===== src/rtl/bita_pkg.sv =====
// Shared types and constants of the bone influence top-4 accumulator.
package bita_pkg;

    // Sizing
    localparam int SLOT_COUNT  = 4;
    localparam int BONE_BITS   = 8;
    localparam int WEIGHT_BITS = 16;
    localparam int FRAC_BITS   = 16;
    localparam int SLOT_W_BITS = 20;
    localparam int SUM_BITS    = SLOT_W_BITS + $clog2(SLOT_COUNT);
    localparam int SHARE_BITS  = FRAC_BITS + 1;
    localparam int IDX_BITS    = (SLOT_COUNT > 1) ? $clog2(SLOT_COUNT) : 1;

    localparam logic [SLOT_W_BITS-1:0] SLOT_W_MAX = {SLOT_W_BITS{1'b1}};
    localparam logic [SHARE_BITS-1:0]  SHARE_ONE  = SHARE_BITS'(1) << FRAC_BITS;

    // Item modes
    localparam logic MODE_ADD  = 1'b0;
    localparam logic MODE_NORM = 1'b1;

    // Input item
    typedef struct packed {
        logic                   mode;
        logic [BONE_BITS-1:0]   bone_index;
        logic [WEIGHT_BITS-1:0] weight;
    } t_in;

    // Result item
    typedef struct packed {
        logic [BONE_BITS-1:0]  bone_a;
        logic [BONE_BITS-1:0]  bone_b;
        logic [BONE_BITS-1:0]  bone_c;
        logic [BONE_BITS-1:0]  bone_d;
        logic [SHARE_BITS-1:0] share_a;
        logic [SHARE_BITS-1:0] share_b;
        logic [SHARE_BITS-1:0] share_c;
        logic [SHARE_BITS-1:0] share_d;
    } t_out;

    // Divider status
    typedef struct packed {
        logic busy;
        logic done;
    } t_div_stat;

endpackage


===== src/rtl/bita_divider.sv =====
// Bit-serial restoring divider: floor((weight << FRAC_BITS) / total), one quotient bit a cycle.
module bita_divider import bita_pkg::*; (
    input  logic                   i_clk,
    input  logic                   i_rst_n,
    input  logic                   i_start,
    input  logic [SLOT_W_BITS-1:0] i_dividend,
    input  logic [SUM_BITS-1:0]    i_divisor,
    output t_div_stat              o_stat,
    output logic [SHARE_BITS-1:0]  o_quotient
);

    localparam int CNT_BITS = $clog2(SHARE_BITS);

    // Dividend <= divisor, so the quotient fits SHARE_BITS and the remainder stays below divisor
    logic                  r_busy, n_busy;
    logic                  r_done, n_done;
    logic [CNT_BITS-1:0]   r_cnt, n_cnt;
    logic                  r_first, n_first;
    logic                  r_low, n_low;
    logic [SUM_BITS-1:0]   r_rem, n_rem;
    logic [SUM_BITS-1:0]   r_div, n_div;
    logic [SHARE_BITS-1:0] r_quo, n_quo;
    logic [SUM_BITS:0]     w_trial;
    logic                  w_fit;

    // One shift-compare-subtract step
    always_comb begin
        w_trial = {r_rem, (r_first ? r_low : 1'b0)};
        w_fit   = (w_trial >= {1'b0, r_div});
        n_busy  = r_busy;
        n_done  = 1'b0;
        n_cnt   = r_cnt;
        n_first = r_first;
        n_low   = r_low;
        n_rem   = r_rem;
        n_div   = r_div;
        n_quo   = r_quo;
        if (i_start) begin
            n_busy  = 1'b1;
            n_cnt   = CNT_BITS'(SHARE_BITS - 1);
            n_first = 1'b1;
            n_low   = i_dividend[0];
            n_rem   = SUM_BITS'(i_dividend >> 1);
            n_div   = i_divisor;
            n_quo   = '0;
        end else if (r_busy) begin
            n_first = 1'b0;
            n_rem   = w_fit ? SUM_BITS'(w_trial - {1'b0, r_div}) : w_trial[SUM_BITS-1:0];
            n_quo   = {r_quo[SHARE_BITS-2:0], w_fit};
            n_cnt   = r_cnt - 1'b1;
            if (r_cnt == '0) begin
                n_busy = 1'b0;
                n_done = 1'b1;
            end
        end
    end

    always_ff @(posedge i_clk) begin
        if (!i_rst_n) begin
            r_busy <= 1'b0;
            r_done <= 1'b0;
        end else begin
            r_busy <= n_busy;
            r_done <= n_done;
        end
        r_cnt   <= n_cnt;
        r_first <= n_first;
        r_low   <= n_low;
        r_rem   <= n_rem;
        r_div   <= n_div;
        r_quo   <= n_quo;
    end

    assign o_stat.busy = r_busy;
    assign o_stat.done = r_done;
    assign o_quotient  = r_quo;

endmodule


===== src/rtl/bone_influence_top4_accumulator.sv =====
// Top level: influence slots, add logic, normalize sequencer and result register.
//
// Keeps up to four bone influences of one vertex and emits them normalized.
// Input channel i_valid/o_ready carries t_in; output channel o_valid/i_ready
// carries t_out. A transfer happens when valid and ready are both high.
// An add item (mode 0) is applied in the cycle it is accepted, so adds go
// at one per cycle while the sequencer is idle, with no result. A normalize
// item (mode 1) sums the slots in its sum step, then runs the shared
// bit-serial divider once per slot, each run a load, one quotient bit per
// step and a handoff of the quotient into that slot's share register,
// before the emit step loads the result register.
// An all-zero vertex skips the divider and emits share 1.0 on slot a.
// o_ready is high only while the sequencer is idle. The block keeps taking
// add items while a result waits in the output register; a normalize that
// finishes while the receiver stalls holds in its emit step until the result
// register frees, and clears the slots when the result is loaded.
// Synchronous active-low reset clears all slots, the sequencer and o_valid.
module bone_influence_top4_accumulator import bita_pkg::*; (
    input  logic i_clk,
    input  logic i_rst_n,
    input  logic i_valid,
    output logic o_ready,
    input  t_in  i_data,
    output logic o_valid,
    input  logic i_ready,
    output t_out o_data
);

    typedef enum logic [3:0] {
        S_IDLE = 4'b0001,
        S_SUM  = 4'b0010,
        S_DIV  = 4'b0100,
        S_EMIT = 4'b1000
    } t_state;

    t_state                r_state, n_state;
    logic [BONE_BITS-1:0]   r_slot_bone   [SLOT_COUNT];
    logic [BONE_BITS-1:0]   n_slot_bone   [SLOT_COUNT];
    logic [SLOT_W_BITS-1:0] r_slot_weight [SLOT_COUNT];
    logic [SLOT_W_BITS-1:0] n_slot_weight [SLOT_COUNT];
    logic [SHARE_BITS-1:0]  r_share       [SLOT_COUNT];
    logic [SHARE_BITS-1:0]  n_share       [SLOT_COUNT];
    logic [SUM_BITS-1:0]    r_total, n_total;
    logic [IDX_BITS-1:0]    r_idx, n_idx;
    logic                   r_zero, n_zero;
    logic                   r_div_start, n_div_start;
    logic                   r_out_valid, n_out_valid;
    t_out                   r_out, n_out;

    logic                   w_accept;
    logic [SUM_BITS-1:0]    w_sum;
    logic [SLOT_COUNT-1:0]  w_hit, w_empty;
    logic [IDX_BITS-1:0]    w_hit_idx, w_empty_idx, w_min_idx;
    logic [SLOT_W_BITS:0]   w_merge;
    logic [SLOT_W_BITS-1:0] w_new_w;
    t_div_stat              w_div;
    logic [SHARE_BITS-1:0]  w_quo;

    assign w_accept = i_valid && o_ready;
    assign o_ready  = (r_state == S_IDLE);

    // Slot search for an add: same bone, first empty, smallest
    always_comb begin
        w_hit       = '0;
        w_empty     = '0;
        w_hit_idx   = '0;
        w_empty_idx = '0;
        w_min_idx   = '0;
        w_new_w     = SLOT_W_BITS'(i_data.weight);
        for (int i = 0; i < SLOT_COUNT; i++) begin
            w_empty[i] = (r_slot_weight[i] == '0);
            w_hit[i]   = !w_empty[i] && (r_slot_bone[i] == i_data.bone_index);
        end
        for (int i = SLOT_COUNT - 1; i >= 0; i--) begin
            if (w_hit[i])   w_hit_idx   = IDX_BITS'(i);
            if (w_empty[i]) w_empty_idx = IDX_BITS'(i);
        end
        for (int i = 1; i < SLOT_COUNT; i++) begin
            if (r_slot_weight[i] < r_slot_weight[w_min_idx]) w_min_idx = IDX_BITS'(i);
        end
        w_merge = {1'b0, r_slot_weight[w_hit_idx]} + (SLOT_W_BITS + 1)'(i_data.weight);
    end

    // Slot total for normalize
    always_comb begin
        w_sum = '0;
        for (int i = 0; i < SLOT_COUNT; i++) begin
            w_sum = w_sum + SUM_BITS'(r_slot_weight[i]);
        end
    end

    // Sequencer and slot updates
    always_comb begin
        n_state     = r_state;
        n_slot_bone   = r_slot_bone;
        n_slot_weight = r_slot_weight;
        n_share     = r_share;
        n_total     = r_total;
        n_idx       = r_idx;
        n_zero      = r_zero;
        n_div_start = 1'b0;
        n_out_valid = r_out_valid && !i_ready;
        n_out       = r_out;
        case (r_state)
            S_IDLE: begin
                if (w_accept && i_data.mode == MODE_NORM) begin
                    n_state = S_SUM;
                end else if (w_accept && i_data.weight != '0) begin
                    if (|w_hit) begin
                        n_slot_weight[w_hit_idx] = w_merge[SLOT_W_BITS] ? SLOT_W_MAX
                                                   : w_merge[SLOT_W_BITS-1:0];
                    end else if (|w_empty) begin
                        n_slot_bone[w_empty_idx]   = i_data.bone_index;
                        n_slot_weight[w_empty_idx] = w_new_w;
                    end else if (w_new_w > r_slot_weight[w_min_idx]) begin
                        n_slot_bone[w_min_idx]   = i_data.bone_index;
                        n_slot_weight[w_min_idx] = w_new_w;
                    end
                end
            end
            S_SUM: begin
                n_total = w_sum;
                n_idx   = '0;
                if (w_sum == '0) begin
                    n_zero  = 1'b1;
                    n_state = S_EMIT;
                    for (int i = 0; i < SLOT_COUNT; i++) n_share[i] = '0;
                    n_share[0] = SHARE_ONE;
                end else begin
                    n_zero      = 1'b0;
                    n_div_start = 1'b1;
                    n_state     = S_DIV;
                end
            end
            S_DIV: begin
                if (w_div.done) begin
                    n_share[r_idx] = w_quo;
                    if (r_idx == IDX_BITS'(SLOT_COUNT - 1)) begin
                        n_state = S_EMIT;
                    end else begin
                        n_idx       = r_idx + 1'b1;
                        n_div_start = 1'b1;
                    end
                end
            end
            S_EMIT: begin
                if (!r_out_valid || i_ready) begin
                    n_out_valid   = 1'b1;
                    n_out.bone_a  = r_zero ? '0 : r_slot_bone[0];
                    n_out.bone_b  = r_zero ? '0 : r_slot_bone[1];
                    n_out.bone_c  = r_zero ? '0 : r_slot_bone[2];
                    n_out.bone_d  = r_zero ? '0 : r_slot_bone[3];
                    n_out.share_a = r_share[0];
                    n_out.share_b = r_share[1];
                    n_out.share_c = r_share[2];
                    n_out.share_d = r_share[3];
                    for (int i = 0; i < SLOT_COUNT; i++) begin
                        n_slot_bone[i]   = '0;
                        n_slot_weight[i] = '0;
                    end
                    n_state = S_IDLE;
                end
            end
            default: begin
                n_state = S_IDLE;
            end
        endcase
    end

    always_ff @(posedge i_clk) begin
        if (!i_rst_n) begin
            r_state     <= S_IDLE;
            r_div_start <= 1'b0;
            r_out_valid <= 1'b0;
            for (int i = 0; i < SLOT_COUNT; i++) begin
                r_slot_bone[i]   <= '0;
                r_slot_weight[i] <= '0;
            end
        end else begin
            r_state       <= n_state;
            r_div_start   <= n_div_start;
            r_out_valid   <= n_out_valid;
            r_slot_bone   <= n_slot_bone;
            r_slot_weight <= n_slot_weight;
        end
        r_share <= n_share;
        r_total <= n_total;
        r_idx   <= n_idx;
        r_zero  <= n_zero;
        r_out   <= n_out;
    end

    // Shared divider, one slot at a time
    bita_divider u_div (
        .i_clk      (i_clk),
        .i_rst_n    (i_rst_n),
        .i_start    (r_div_start),
        .i_dividend (r_slot_weight[r_idx]),
        .i_divisor  (r_total),
        .o_stat     (w_div),
        .o_quotient (w_quo)
    );

    assign o_valid = r_out_valid;
    assign o_data  = r_out;

    // Checks
    a_div_nonzero: assert property (@(posedge i_clk) disable iff (!i_rst_n)
        (r_state == S_DIV) |-> (r_total != '0))
        else $error("divider running on a zero total");

    a_rose_from_emit: assert property (@(posedge i_clk) disable iff (!i_rst_n)
        $rose(o_valid) |-> $past(r_state == S_EMIT))
        else $error("result appeared outside the emit step");

    a_busy_not_ready: assert property (@(posedge i_clk) disable iff (!i_rst_n)
        w_div.busy |-> !o_ready)
        else $error("input accepted while the divider runs");

    a_done_in_div: assert property (@(posedge i_clk) disable iff (!i_rst_n)
        w_div.done |-> (r_state == S_DIV))
        else $error("divider finished outside the divide step");

endmodule

===== config.mk =====
export PLATFORM = sky130hd
export DESIGN_NAME = bone_influence_top4_accumulator
export DESIGN_NICKNAME = d
export VERILOG_FILES = /design/src/rtl/bita_pkg.sv /design/src/rtl/bita_divider.sv /design/src/rtl/bone_influence_top4_accumulator.sv
export SDC_FILE = /design/constraint.sdc
export NUM_CORES = 1
export LEC_CHECK = 0
export ABC_AREA = 1
export CAP_MARGIN = 20
export CELL_PAD_IN_SITES_DETAIL_PLACEMENT = 0
export CELL_PAD_IN_SITES_GLOBAL_PLACEMENT = 1
export CORE_ASPECT_RATIO = 1.25
export CORE_UTILIZATION = 40
export CTS_CLUSTER_SIZE = 28
export DETAILED_ROUTE_END_ITERATION = 7
export DONT_BUFFER_PORTS = 1
export PLACE_DENSITY_LB_ADDON = 0.2
export SYNTH_ARGS = -nofsm -noshare
export SYNTH_HDL_FRONTEND = slang
export SYNTH_SLANG_ARGS = --single-unit

===== constraint.sdc =====
create_clock -name i_clk -period 7.1 [get_ports i_clk]
set_clock_uncertainty 0.05 [all_clocks]
set_input_delay 1.065 -clock i_clk [delete_from_list [all_inputs] [get_ports i_clk]]
set_output_delay 1.065 -clock i_clk [all_outputs]
set_load 0.05 [all_outputs]

==> run_results.csv <==
group,metric,value,unit
run_status,violations,"setup timing",
sta,layout_worst_path_cycle_share,102.2,%
global_routing,grt_pass1_vias,19900,
logic_synthesis,synthArstFlopShare,0,%
sta,hold_ws,0.3338,ns
sta,number_of_hold_violations_in_the_final_report,0,
logic_synthesis,synth-seq-area-share,43.72,%
die,die_height,269.1,um
logic_synthesis,synth_cell_types,56,
global_routing,first_pass_grt_wire_length,117100,um
layout,mostFrequentLayoutCell,"sky130_fd_sc_hd__nand2_1",
route,routed_wirelength,77990,um
worst_setup_path,crit_path_max_incr_delay,0.34,ns
layout,seqCellArea,10010,um2
layout,nFillCells,5271,
die,design.core.area,56190,um2
route,avgViaCountPerCell,5.513,
clock_tree,clk_pin_slew_worst_paths,0.06,ns
sta,tightest_slew,1.084,ns
route,antenna_violating_nets_post_route,0,
worst_setup_path,startpoint,"r_slot_weight[69]$_SDFFE_PN0P_",
worst_setup_path,worst_r2r_end,"r_slot_weight[2]$_SDFFE_PN0P_",
clock_tree,cts_buffers,42,
clock_tree,cts-htree-levels,2,
run_status,outcome,"finished with violations",
hold_path,min_delay_path_depth,0,
clock_tree,cts_buffer_depth,3,
layout,layout.cells.most_common_list,"sky130_fd_sc_hd__nand2_1 (553), sky130_fd_sc_hd__inv_1 (280), sky130_fd_sc_hd__a21oi_1 (271), sky130_fd_sc_hd__edfxtp_1 (235), sky130_fd_sc_hd__buf_4 (223)",
worst_setup_path,timing.critical_path.slowest_stage_cell,"sky130_fd_sc_hd__dfxtp_2",
worst_setup_path,worst_setup_start_kind,"flip-flop",
sta,maxSlewViolCount,0,
logic_synthesis,edff_count_synth,235,
layout,layout.core_utilization,50.63,%
global_routing,largest_net_degree_at_the_start_of_global_routing,101,
sta,rsz_0062_raised_after_global_routing,"yes",
global_routing,global_route.overflow_total,0,
logic_synthesis,yosysWarnings,0,
route,dr.pass1.iters,7,
logic_synthesis,synth-seq-cells,381,
clock_tree,tritoncts_clock_tree,"yes",
clock_tree,clockRootBuffer,"sky130_fd_sc_hd__clkbuf_16",
hold_path,timing.hold.worst_endpoint,"u_div.r_div[19]$_DFFE_PP_",
die,placement_rows,97,
worst_setup_path,crit_arrival,7.73,ns
hold_path,timing.hold.worst.class,"reg -> reg",
logic_synthesis,synth-compound-area-share,16.60,%
logic_synthesis,syn_inst,2722,
worst_setup_path,worst_r2r_path_depth,52,
layout,antennaDiodeCount,0,
place,place.detailed.hpwl,56910,um
route,drcViolationCount,0,
logic_synthesis,post_synth.cell_area_avg,8.386,um2
logic_synthesis,synthAdderAreaFrac,11.19,%
logic_synthesis,ys_dominant_reg_cell,"sky130_fd_sc_hd__edfxtp_1",
layout,nets,3126,
clock_tree,insertion_delay,0.60,ns
route,first_iter_violations,1514,
global_routing,grt_util_all_layers,26.08,%
global_routing,number_of_antenna_violations_at_the_first_check_in_global_routing,0,
sta,setup_viol_count_final,111,
clock_tree,tritoncts_num_sinks,381,
sta,crit_path_time_final,7.255,ns
run,timing.max_cap.violations,0,
route,detailroute.via_count,20360,
worst_setup_path,timing.critical_path.to_type,"flip-flop",
hold_path,hold_path_startpoint,"r_total[19]$_DFFE_PP_",
die,die_width,215.7,um
layout,drive_gt1_share,20.29,%
place,io_buffers,0,
layout,multi_input_comb_area,12280,um2
sta,postLayoutSetupSlackWorst,-0.1551,ns
die,fp.dieArea,58030,um2
logic_synthesis,synthSimpleGateAreaFrac,18.10,%
sta,maxSlewHeadroom,27.68,%
route,wl_per_cell,21.11,um
sta,fmax,137.8,MHz
worst_setup_path,timing.rr.start,"r_slot_weight[69]$_SDFFE_PN0P_",
worst_setup_path,worst-endpoint-required,7.57,ns
worst_setup_path,path_type_of_the_worst_setup_path,"reg -> reg",
logic_synthesis,synthesized_area_fraction_occupied_by_xor_and_xnor_cells,2.686,%
place,routabilityCongestion,0.9138,
worst_setup_path,ff2ff_setup_slack,-0.16,ns
sta,finalSetupTns,-9.419,ns
layout,layout-area-overhead-vs-synth,24.64,%
logic_synthesis,synth_top_family_by_area,"simple AND/OR/NAND/NOR gates",
die,boundaryPins,131,
worst_setup_path,critical_path_peak_fanout,8,
die,initial_core_utilization,40.62,%
logic_synthesis,post_synth_net_total,2930,
logic_synthesis,muxShareOfSynthArea,0,%
logic_synthesis,post_synth_instance_area,22830,um2
==> final cells by class <==
class,instances,area share (%)
Clock buffer,50,3.870
Clock inverter,28,1.530
Inverter,326,4.406
Multi-Input combinational cell,1898,43.16
Sequential cell,381,35.18
Tap cell,742,3.263
Timing Repair Buffer,269,8.593
==> timing repair <==
item	CTS	global route
endpoints found under the setup margin	112	112
pin swaps	48	52
hold buffers	0	0
buffers inserted	32	20
resized for setup	178	169
gates cloned	8	3
==> how the worst max path moves through the flow <==
stage	slack, ns	endpoint
floorplan	0.02	r_slot_weight[28]$_SDFFE_PN0P_
global placement	-1.11	r_slot_weight[25]$_SDFFE_PN0P_
detailed placement	-1.16	r_slot_weight[24]$_SDFFE_PN0P_
global route	-0.60	r_slot_weight[39]$_SDFFE_PN0P_
CTS	-0.22	r_slot_weight[58]$_SDFFE_PN0P_
finish	-0.16	r_slot_weight[2]$_SDFFE_PN0P_
==> registers in the layout, indices dropped and copies added, names as in the netlist, 2 cells and up <==
signal / count
r_state: 4
r_slot_bone: 32
o_data: 100
u_div.o_quotient: 17
r_idx: 2
r_share: 68
r_total: 22
u_div.r_cnt: 5
u_div.r_div: 22
u_div.r_rem: 22
r_slot_weight: 80
==> per-stage QoR <==
step	worst slack, ns	std cells	cell area, um2
floorplan	0.02161	2722	22840
global placement	-1.110	3555	24960
detailed placement	-1.159	3555	24960
CTS	-0.2229	3673	27640
global route	-0.5975	3694	28450
finish	-0.1551	3694	28450
==> logic make-up after synthesis <==
group	after synthesis
AND/OR/NAND/NOR	979
AO/OA/AOI/OAI	667
buffers and inverters	446
flip-flops	381
adder cells (fa/ha/maj)	179
XOR/XNOR	70
==> worst max-delay path, delay by kind of cell (launching register included) <==
family | cells | cell delay, ns
and+or+nand+nor | 24 | 3.03
DFF | 1 | 0.34
adders and majority gates | 4 | 1.08
buffers and inverters | 12 | 1.38
AOI/OAI and AO/OA | 12 | 1.23
==> cells in the mapped netlist, types with 4 or more instances <==
library cell / instances / area share, %
sky130_fd_sc_hd__edfxtp_1: 235 / 31
sky130_fd_sc_hd__buf_1: 8 / 0.13
sky130_fd_sc_hd__a31oi_1: 7 / 0.19
sky130_fd_sc_hd__nand2_1: 608 / 10
sky130_fd_sc_hd__o21ai_1: 5 / 0.11
sky130_fd_sc_hd__inv_1: 302 / 5.0
sky130_fd_sc_hd__nor2_1: 155 / 2.5
sky130_fd_sc_hd__inv_2: 17 / 0.28
sky130_fd_sc_hd__buf_4: 8 / 0.26
sky130_fd_sc_hd__a211oi_1: 7 / 0.23
sky130_fd_sc_hd__o21ai_0: 164 / 3.6
sky130_fd_sc_hd__o221ai_1: 21 / 0.81
sky130_fd_sc_hd__nand3_1: 88 / 1.9
sky130_fd_sc_hd__nor4_1: 22 / 0.60
sky130_fd_sc_hd__clkinv_1: 7 / 0.12
sky130_fd_sc_hd__o31ai_1: 4 / 0.13
sky130_fd_sc_hd__a21oi_1: 307 / 6.7
sky130_fd_sc_hd__xnor2_1: 19 / 0.73
sky130_fd_sc_hd__a22oi_1: 17 / 0.56
sky130_fd_sc_hd__buf_2: 13 / 0.29
sky130_fd_sc_hd__a221o_1: 9 / 0.39
sky130_fd_sc_hd__ha_1: 137 / 7.5
sky130_fd_sc_hd__nand3_2: 4 / 0.18
sky130_fd_sc_hd__fa_1: 42 / 3.7
sky130_fd_sc_hd__nand2_2: 6 / 0.16
sky130_fd_sc_hd__nor3_1: 18 / 0.39
sky130_fd_sc_hd__o22ai_1: 83 / 2.3
sky130_fd_sc_hd__buf_6: 5 / 0.25
sky130_fd_sc_hd__xor2_1: 51 / 2.0
sky130_fd_sc_hd__o211ai_1: 21 / 0.69
sky130_fd_sc_hd__dfxtp_1: 146 / 13
sky130_fd_sc_hd__nand4_1: 65 / 1.8
sky130_fd_sc_hd__clkbuf_1: 86 / 1.4
==> layer usage <==
layer / global-route usage [%] / wire length (um) / part of all wire [%] / vias up
met1: 34.07 / 33430 / 43 / 9735
met5: 0 / 0 / 0 / -
met2: 44.58 / 37600 / 48 / 658
li1: - / - / - / 9808
met3: 3.440 / 4264 / 5.5 / 163
met4: 8.415 / 2691 / 3.5 / 0
Power is left out: the tool's default activity adds up to more than one toggle a clock period on the data nets, which glitch-free logic cannot reach.
